<file path="src/rtl/dvrt_pkg.sv">
`default_nettype none
package dvrt_pkg;

	localparam int ENTRIES  = 16;
	localparam int IDX_W    = $clog2(ENTRIES);
	localparam int ADDR_W   = 32;
	localparam int METRIC_W = 5;

	localparam logic [METRIC_W-1:0] INF_METRIC = METRIC_W'(16);

	localparam logic [1:0] ACT_ADD    = 2'd0;
	localparam logic [1:0] ACT_ADVERT = 2'd1;
	localparam logic [1:0] ACT_LOOKUP = 2'd2;
	localparam logic [1:0] ACT_INVAL  = 2'd3;

	localparam logic [2:0] ST_ADDED       = 3'd0;
	localparam logic [2:0] ST_IMPROVED    = 3'd1;
	localparam logic [2:0] ST_UNREACH_SET = 3'd2;
	localparam logic [2:0] ST_NOCHANGE    = 3'd3;
	localparam logic [2:0] ST_FULL        = 3'd4;
	localparam logic [2:0] ST_FORWARD     = 3'd5;
	localparam logic [2:0] ST_LOCAL       = 3'd6;
	localparam logic [2:0] ST_UNREACHABLE = 3'd7;

	typedef struct packed {
		logic [1:0]          action;
		logic [ADDR_W-1:0]   net_addr;
		logic [ADDR_W-1:0]   net_mask;
		logic [ADDR_W-1:0]   hop_addr;
		logic [METRIC_W-1:0] metric;
	} cmd_t;

	typedef struct packed {
		logic [2:0]          status;
		logic [ADDR_W-1:0]   next_hop_out;
		logic [METRIC_W-1:0] metric_out;
		logic [IDX_W-1:0]    entry_index;
	} rsp_t;

	// item travelling down the chain, one cell per cycle
	typedef struct packed {
		logic                vld;
		logic                done;
		logic [1:0]          action;
		logic [ADDR_W-1:0]   addr;
		logic [ADDR_W-1:0]   mask;
		logic [ADDR_W-1:0]   hop;
		logic [METRIC_W-1:0] metric;
		rsp_t                res;
	} tok_t;

endpackage
`default_nettype wire

</file>
<file path="src/rtl/dvrt_cell.sv">
`default_nettype none
module dvrt_cell
	import dvrt_pkg::*;
(
	input  wire logic             clk,
	input  wire logic             arst_n,
	input  wire logic [IDX_W-1:0] idx,
	input  wire tok_t             tok_i,
	output tok_t                  tok_o
);

	logic                valid_q;
	logic [ADDR_W-1:0]   net_q;
	logic [ADDR_W-1:0]   mask_q;
	logic [ADDR_W-1:0]   hop_q;
	logic [METRIC_W-1:0] met_q;
	logic                vld_q;
	tok_t                tok_q;

	tok_t                nxt;
	logic                ent_wr;
	logic                app;
	logic [ADDR_W-1:0]   wr_hop;
	logic [METRIC_W-1:0] wr_met;
	logic                key_hit;
	logic                route_hit;
	logic                hop_hit;
	logic [METRIC_W:0]   inc;
	logic [METRIC_W-1:0] sat;

	always_comb begin
		nxt       = tok_i;
		ent_wr    = 1'b0;
		app       = 1'b0;
		wr_hop    = hop_q;
		wr_met    = met_q;
		key_hit   = valid_q && (net_q == tok_i.addr) && (mask_q == tok_i.mask);
		route_hit = valid_q && ((tok_i.addr & mask_q) == net_q);
		hop_hit   = valid_q && (hop_q == tok_i.hop);
		inc       = {1'b0, tok_i.metric} + (METRIC_W+1)'(1);
		sat       = (inc > {1'b0, INF_METRIC}) ? INF_METRIC : inc[METRIC_W-1:0];
		if (tok_i.vld) begin
			unique case (tok_i.action)
				ACT_ADD: begin
					if (!tok_i.done && !valid_q) begin
						ent_wr = 1'b1;
						app    = 1'b1;
						wr_hop = '0;
						wr_met = '0;
						nxt.done = 1'b1;
						nxt.res  = '{ST_ADDED, '0, '0, idx};
					end
				end
				ACT_ADVERT: begin
					if (!tok_i.done && key_hit) begin
						nxt.done = 1'b1;
						if (tok_i.metric == INF_METRIC) begin
							ent_wr  = 1'b1;
							wr_hop  = tok_i.hop;
							wr_met  = INF_METRIC;
							nxt.res = '{ST_UNREACH_SET, tok_i.hop, INF_METRIC, idx};
						end else if (inc < {1'b0, met_q}) begin
							ent_wr  = 1'b1;
							wr_hop  = tok_i.hop;
							wr_met  = inc[METRIC_W-1:0];
							nxt.res = '{ST_IMPROVED, tok_i.hop, inc[METRIC_W-1:0], idx};
						end else begin
							nxt.res = '{ST_NOCHANGE, hop_q, met_q, idx};
						end
					end else if (!tok_i.done && !valid_q) begin
						ent_wr   = 1'b1;
						app      = 1'b1;
						wr_hop   = tok_i.hop;
						wr_met   = sat;
						nxt.done = 1'b1;
						nxt.res  = '{ST_ADDED, tok_i.hop, sat, idx};
					end
				end
				ACT_LOOKUP: begin
					if (!tok_i.done && route_hit) begin
						nxt.done = 1'b1;
						if (met_q >= INF_METRIC) begin
							nxt.res = '{ST_UNREACHABLE, hop_q, met_q, idx};
						end else if (hop_q == '0) begin
							nxt.res = '{ST_LOCAL, '0, met_q, idx};
						end else begin
							nxt.res = '{ST_FORWARD, hop_q, met_q, idx};
						end
					end
				end
				ACT_INVAL: begin
					if (hop_hit) begin
						ent_wr = 1'b1;
						wr_met = INF_METRIC;
						if (!tok_i.done) begin
							nxt.done = 1'b1;
							nxt.res  = '{ST_UNREACH_SET, tok_i.hop, INF_METRIC, idx};
						end
					end
				end
				default: begin
				end
			endcase
		end
	end

	always_ff @(posedge clk or negedge arst_n) begin
		if (!arst_n) begin
			valid_q <= 1'b0;
			vld_q   <= 1'b0;
		end else begin
			vld_q <= tok_i.vld;
			if (app) begin
				valid_q <= 1'b1;
			end
		end
	end

	always_ff @(posedge clk) begin
		tok_q <= nxt;
		if (ent_wr) begin
			if (app) begin
				net_q  <= tok_i.addr;
				mask_q <= tok_i.mask;
			end
			hop_q <= wr_hop;
			met_q <= wr_met;
		end
	end

	always_comb begin
		tok_o     = tok_q;
		tok_o.vld = vld_q;
	end

endmodule
`default_nettype wire

</file>
<file path="config.mk">
export PLATFORM = sky130hd
export DESIGN_NAME = dvrt_cell
export DESIGN_NICKNAME = d
export VERILOG_FILES = /design/src/rtl/dvrt_pkg.sv /design/src/rtl/dvrt_cell.sv
export SDC_FILE = /design/constraint.sdc
export NUM_CORES = 1
export LEC_CHECK = 0
export BUFFER_PORTS_ARGS = -buffer_cell sky130_fd_sc_hd__buf_2
export CORE_MARGIN = 2
export CORE_UTILIZATION = 52
export CTS_CLUSTER_DIAMETER = 50
export CTS_CLUSTER_SIZE = 40
export DETAILED_ROUTE_END_ITERATION = 6
export PLACE_DENSITY = 0.8
export REMOVE_ABC_BUFFERS = 1
export SYNTH_ARGS = -nofsm -noshare
export SYNTH_HDL_FRONTEND = slang
export SYNTH_SLANG_ARGS = --single-unit
export TNS_END_PERCENT = 20
</file>
<file path="constraint.sdc">
create_clock -name clk -period 5.6 [get_ports clk]
set_input_delay 0.56 -clock clk [delete_from_list [all_inputs] [get_ports clk]]
set_output_delay 0.56 -clock clk [all_outputs]
set_load 0.05 [all_outputs]
</file>
# --- Word-level counts from Yosys, hierarchy flattened ---
# Cells that the tools add are included.
word_totals:
  register_bits: 251
  out_inout_bits: 149
  in_bits: 155
  elab_cells: 91
op_classes:
  reduce_logical: 16
  order_cmp: 3
  addsub: 1
  n_eq_ne: 12
  n_mux: 42
  n_bitwise: 1
ops:
  columns: ["cell", "count"]
  rows:
  - ["two-way mux 44 bit", 7]
  - ["one-hot mux 44 bit (4 select lines)", 1]
  - ["two-way mux 43 bit", 4]
  - ["two-way mux 32 bit", 5]
  - ["equality test 32 bit", 4]
  - ["one-hot mux 32 bit (2 select lines)", 1]
  - ["two-way mux 5 bit", 7]
  - ["bitwise AND 32 bit", 1]
  - ["zero test 32 bit", 1]
  - ["one-hot mux 5 bit (3 select lines)", 1]
  - ["two-way mux 1 bit", 13]
  - ["logical AND 1 bit", 7]
  - ["AND reduction 7 bit", 1]
  - ["adder 5 x 1 -> 6 bit (second input constant)", 1]
  - ["> comparator 6 x 5 -> 1 bit (second input constant)", 1]
  - ["less-than comparator 6 x 5 -> 1 bit", 1]
  - ["AND reduction 6 bit", 1]
  - ["equality test 5 bit (second input constant)", 1]
  - ["greater-or-equal comparator 5 bit (second input constant)", 1]
  - ["equality test 2 bit (second input constant)", 2]
  - ["inequality test 2 bit (second input constant)", 2]
  - ["inequality test 4 bit (second input constant)", 1]
  - ["one-hot mux 1 bit (4 select lines)", 1]
  - ["inequality test 3 bit (second input constant)", 1]
  - ["other kinds (8)", 9]

# --- Longest topological paths before layout ---
depth:
  depth_word: 8
  depth_mapped: 13

# --- Least setup slack after synthesis ---
# Ideal clock, no wire load.
synth_path:
  kind: "in2reg"
  start: "in tok_i[147] (netlist bit)"
  end: "reg mask_q[0] (enable)"
  slack_ns: 1.447
  arrival_ns: 3.666
  path_stages: 3
  t_required_ns: 5.113
  cell_sequence: "nor2_1 nand2_1 nor2_1"
synth_via:
  elab_chain_len: 7
  elab_cells_between_ends: 11
  classes_between: "mux: 7; reduce/logical: 4"
synth_lines:
  columns: ["element", "line", "source"]
  rows:
  - ["start, declared", "dvrt_cell.sv:8", "input wire tok_t tok_i,"]
  - ["zero test 1 bit (*)", null, null]
  - ["logical AND 1 bit", "dvrt_cell.sv:45, dvrt_cell.sv:70", null]
  - ["two-way mux 1 bit", "dvrt_cell.sv:45, dvrt_cell.sv:70", null]
  - ["two-way mux 1 bit", "dvrt_cell.sv:55", "if (!tok_i.done && key_hit) begin"]
  - ["one-hot mux 1 bit (3 select lines) / one-hot mux 1 bit (2 select lines) (equally long branches)", "dvrt_cell.sv:43", "unique case (tok_i.action)"]
  - ["two-way mux 1 bit", "dvrt_cell.sv:42", "if (tok_i.vld) begin"]
  - ["AND reduction 2 bit (no source line) (*)", null, null]
  - ["end signal, assigned", "dvrt_cell.sv:124", "mask_q <= tok_i.mask;"]
  - ["end, declared", "dvrt_cell.sv:14", "logic [ADDR_W-1:0] mask_q;"]
# Mark *: on every way between the ends. The rest lies on a longest branch, timed or not.
# A chain may end at the register's enable or synchronous reset.

# --- Final worst setup path ---
layout_path:
  start: "reg net_q[24]"
  end: "reg hop_q[25] (enable)"
layout_via:
  elab_chain_len: 8
  elab_cells_between_ends: 10
  classes_between: "eq/ne: 3; mux: 3; reduce/logical: 4"
layout_lines:
  columns: ["element", "line", "source"]
  rows:
  - ["start, declared", "dvrt_cell.sv:13", "logic [ADDR_W-1:0] net_q;"]
  - ["start signal, assigned", "dvrt_cell.sv:123", "net_q <= tok_i.addr;"]
  - ["equality test 32 bit (*)", "dvrt_cell.sv:37", "key_hit = valid_q && (net_q == tok_i.addr) && (mask_q == tok_i.mask);"]
  - ["logical AND 1 bit (*) (2 in series)", "dvrt_cell.sv:37", null]
  - ["logical AND 1 bit (*)", "dvrt_cell.sv:55", null]
  - ["two-way mux 1 bit", "dvrt_cell.sv:55", null]
  - ["one-hot mux 1 bit (3 select lines)", "dvrt_cell.sv:43", null]
  - ["two-way mux 1 bit", "dvrt_cell.sv:42", null]
  - ["AND reduction 6 bit (no source line) (*)", null, null]
  - ["end signal, assigned", "dvrt_cell.sv:126", "hop_q <= wr_hop;"]
  - ["end, declared", "dvrt_cell.sv:15", "logic [ADDR_W-1:0] hop_q;"]
# Marked as above.

==> impl_metrics.yaml <==
run_status:
  status: "complete, no violations"
global_route:
  grt_antenna_before_repair: 2
  grt_pass1_vias: 8776
  grt_max_degree: 66
  grt_first_pass_wirelength_um: 48600
  overflow: 0
  grt_usage: 0.285
pwr:
  p_leak_uw: 0.00558
  p_per_area_mw_per_mm2: 345
  ir_drop_v: 0.000297
worst_setup_path:
  cp_num_buf_inv: 1
  path_cells: "xnor2_1 > nand4_1 > nor4_1 > nand4_1 > or4_1 > nor2_1 > nand2_1 > a21oi_1 > and2_1 > buf_4"
  arrival_ns: 4.18
  crit_family: "simple AND/OR/NAND/NOR gates"
  worst_path_most_repeated_cell: "nand4_1"
  r2r_setup_slack_ns: 1.60
  critPathSlowestCell: "or4_1"
  slowest_delay_ns: 1.03
  end_kind: "flip-flop"
  cp-start-kind: "flip-flop"
  crit_required_ns: 5.78
  crit_type: "reg2reg"
  cp_max_fo: 33
synth:
  yosys.area.top_type_share: 0.287
  yosys-top-cells-count: "dfxtp_1, edfxtp_1, xnor2_1, nor2_1, nor2b_1"
  post-synth-top-count-cell: "dfxtp_1"
  yosys_warnings: 0
  synthMuxAreaShare: 0.00817
  synth-xor-area-share: 0.0680
  yosys.area_share.adder: 0.00829
  netlist-cell-type-count: 69
  synth_top_family_by_area: "simple AND/OR/NAND/NOR gates"
  synth-compound-area-share: 0.129
  synthFlopType: "dfxtp_1"
  ys_seq_area_frac: 0.572
  synth_edf_count: 101
  synth_top_cells_by_area: "edfxtp_1, dfxtp_1, xnor2_1, nor2b_1, nand4_1"
  syn_area_per_cell_um2: 11.3
  yosysTopAreaCell: "edfxtp_1"
  synth-simple-area-share: 0.193
  syn_area_mm2: 0.0106
  ys_ff_latch: 251
  async_reset_ff_frac: 0.00797
  synthCells: 938
sta:
  hold_viol: 0
  worst_pin_slew_ns: 1.20
  period_needed_ns: 4.00
  maxSlewViolCount: 0
  skew_ns: 0.0206
  finalCritPeriodShare: 0.714
  grt_setup_unrepaired: "false"
  finalSetupTns_ns: 0
  relSlewSlack: 0.201
  max_freq_ghz: 0.250
  finalSetupViolCount: 0
  setup_ws_ns: 1.60
drt:
  drt_iter0_markers: 996
  detail-route-antenna-nets: 0
  avgRoutedWirePerCell_um: 20.4
  drc: 0
  totalWireLength_um: 31100
  vias: 9034
  wl_met3_um: 2960
  via_per_inst: 5.91
  drt-met1-wl_um: 12400
  wl_met2_um: 14500
  firstDrtPassIters: 5
  maxUsedRoutingLayer: "met5"
die:
  die_height_um: 147
  std_cell_rows: 52
  core_mm2: 0.0201
  ios: 304
  die_area_mm2: 0.0215
  die_w_um: 147
  start_util: 0.526
finish:
  fin_cells: 1529
  design_area_mm2: 0.0133
  final_util: 0.662
  nNetsFinal: 1401
  area.growth.synth_to_final_pct: 25.9
  drive_gt1_frac: 0.303
placement:
  numPortBuffers: 303
  gp_congestion: 0.957
  hpwl_um: 22800
  dpl_cell_area_mm2: 0.0124
  pre_cts_slack_ns: 1.50
  dp_cells: 1481
clock_tree:
  cts_buffer_depth: 3
  post_cts_buffers: 0
  clkSinkCount: 251
  numCtsBuffers: 25
  root_buffer: "clkbuf_16"
  clk_pin_slew_ns: 0.09
  cts_tree: "built"
  htreeDepth: 1
  clk-insertion-delay-late_ns: 0.55
run:
  max_cap_viol_count: 0
hold_path:
  worstHoldPathType: "in2reg"
## worst reg2reg max path: cells and delay by family, from the launching register on
family	cells	cell delay (ns)
xor+xnor	1	0.32
compound gates	1	0.20
flops	1	0.45
buf+inv	1	0.38
simple gates	7	2.28
## report_power, final
group          switching [uW]  internal, uW
Clock                     901           922
Combinational             524           206
Sequential               36.7          1990
Total                    1460          3120
## placed cells by master (no fill, tap or decap), types with 4 or more instances in the layout
| cell type | count |
|---|---|
| a2111oi_0 | 6 |
| a211o_1 | 23 |
| a21o_1 | 25 |
| a21oi_1 | 22 |
| a221oi_1 | 23 |
| a22oi_1 | 6 |
| a32oi_1 | 11 |
| and2_1 | 34 |
| and3_1 | 31 |
| buf_2 | 303 |
| buf_4 | 8 |
| clkbuf_16 | 25 |
| clkinv_8 | 4 |
| dfxtp_1 | 148 |
| edfxtp_1 | 101 |
| ha_1 | 7 |
| inv_1 | 16 |
| inv_12 | 6 |
| mux2_1 | 4 |
| nand2_1 | 39 |
| nand2b_1 | 20 |
| nand3_1 | 19 |
| nand4_1 | 38 |
| nand4b_1 | 6 |
| nor2_1 | 53 |
| nor2b_1 | 37 |
| nor3_1 | 13 |
| nor4_1 | 26 |
| o21ai_0 | 32 |
| o21ai_1 | 4 |
| or4_1 | 6 |
| xnor2_1 | 56 |
| xor2_1 | 26 |
## routing by layer
metal	track usage	vias to the layer above
li1	-	4106
met1	0.378	4232
met2	0.463	597
met3	0.0572	97
met4	0.110	2
met5	0	-
## sequential cells by signal (all words and copies together) (netlist names)
name and count:
mask_q 32, vld_q 1, net_q 32, met_q 5, hop_q 32, tok_o 148
valid_q 1
## final cells by class
class / count / area (um^2)
clock inverters: 21 / 304
fillers: 1555 / 6800
diodes: 1 / 2.50
flip-flops and latches: 251 / 6050
well taps: 270 / 338
clock buffers: 25 / 626
multi-input cells: 629 / 4330
repair buffers: 312 / 1590
inverters: 20 / 75.1
## metrics by stage
| stage | power (uW) | hold WS (ns) |
|---|---|---|
| 2_1_floorplan | 2540 | 0.264 |
| 5_1_grt | 4730 | 0.134 |
| 6_report | 4580 | 0.144 |
| 3_5_place_dp | 2790 | 0.349 |
| 4_1_cts | 4600 | 0.133 |
| 3_3_place_gp | 2780 | 0.345 |
## logic make-up (layout without fill, tap and decap cells)
family,after synthesis,in the layout
AOI/OAI and AO/OA,182,182
and+or+nand+nor,350,350
other,0,1
buffers and inverters,58,378
xor gates and xnor gates,82,82
muxes,8,8
DFF,251,251
adders and majority gates,7,7
## path summary, 6_finish.rpt
check / depth (start not counted) / start / endpoint
worst max-delay path: 10 / net_q[24]$_DFFE_PP_ / hop_q[25]$_SDFFCE_PN0P_
min in group asynchronous: 2 / arst_n / vld_q$_DFF_PN0_
max in group asynchronous: 2 / arst_n / valid_q$_DFFE_PN0P_
worst max register to register: 10 / net_q[24]$_DFFE_PP_ / hop_q[25]$_SDFFCE_PN0P_
worst min register to register: 2 / met_q[3]$_DFFE_PP_ / tok_o[7]$_DFF_P_
worst min-delay path: 1 / tok_i[114] / tok_o[114]$_DFF_P_
## what timing repair did
action	CTS	global route
hold buffers	1	0
resized for setup	0	0
hold endpoints to repair	2	0
No activity file was read; power rests on OpenSTA's default activity.
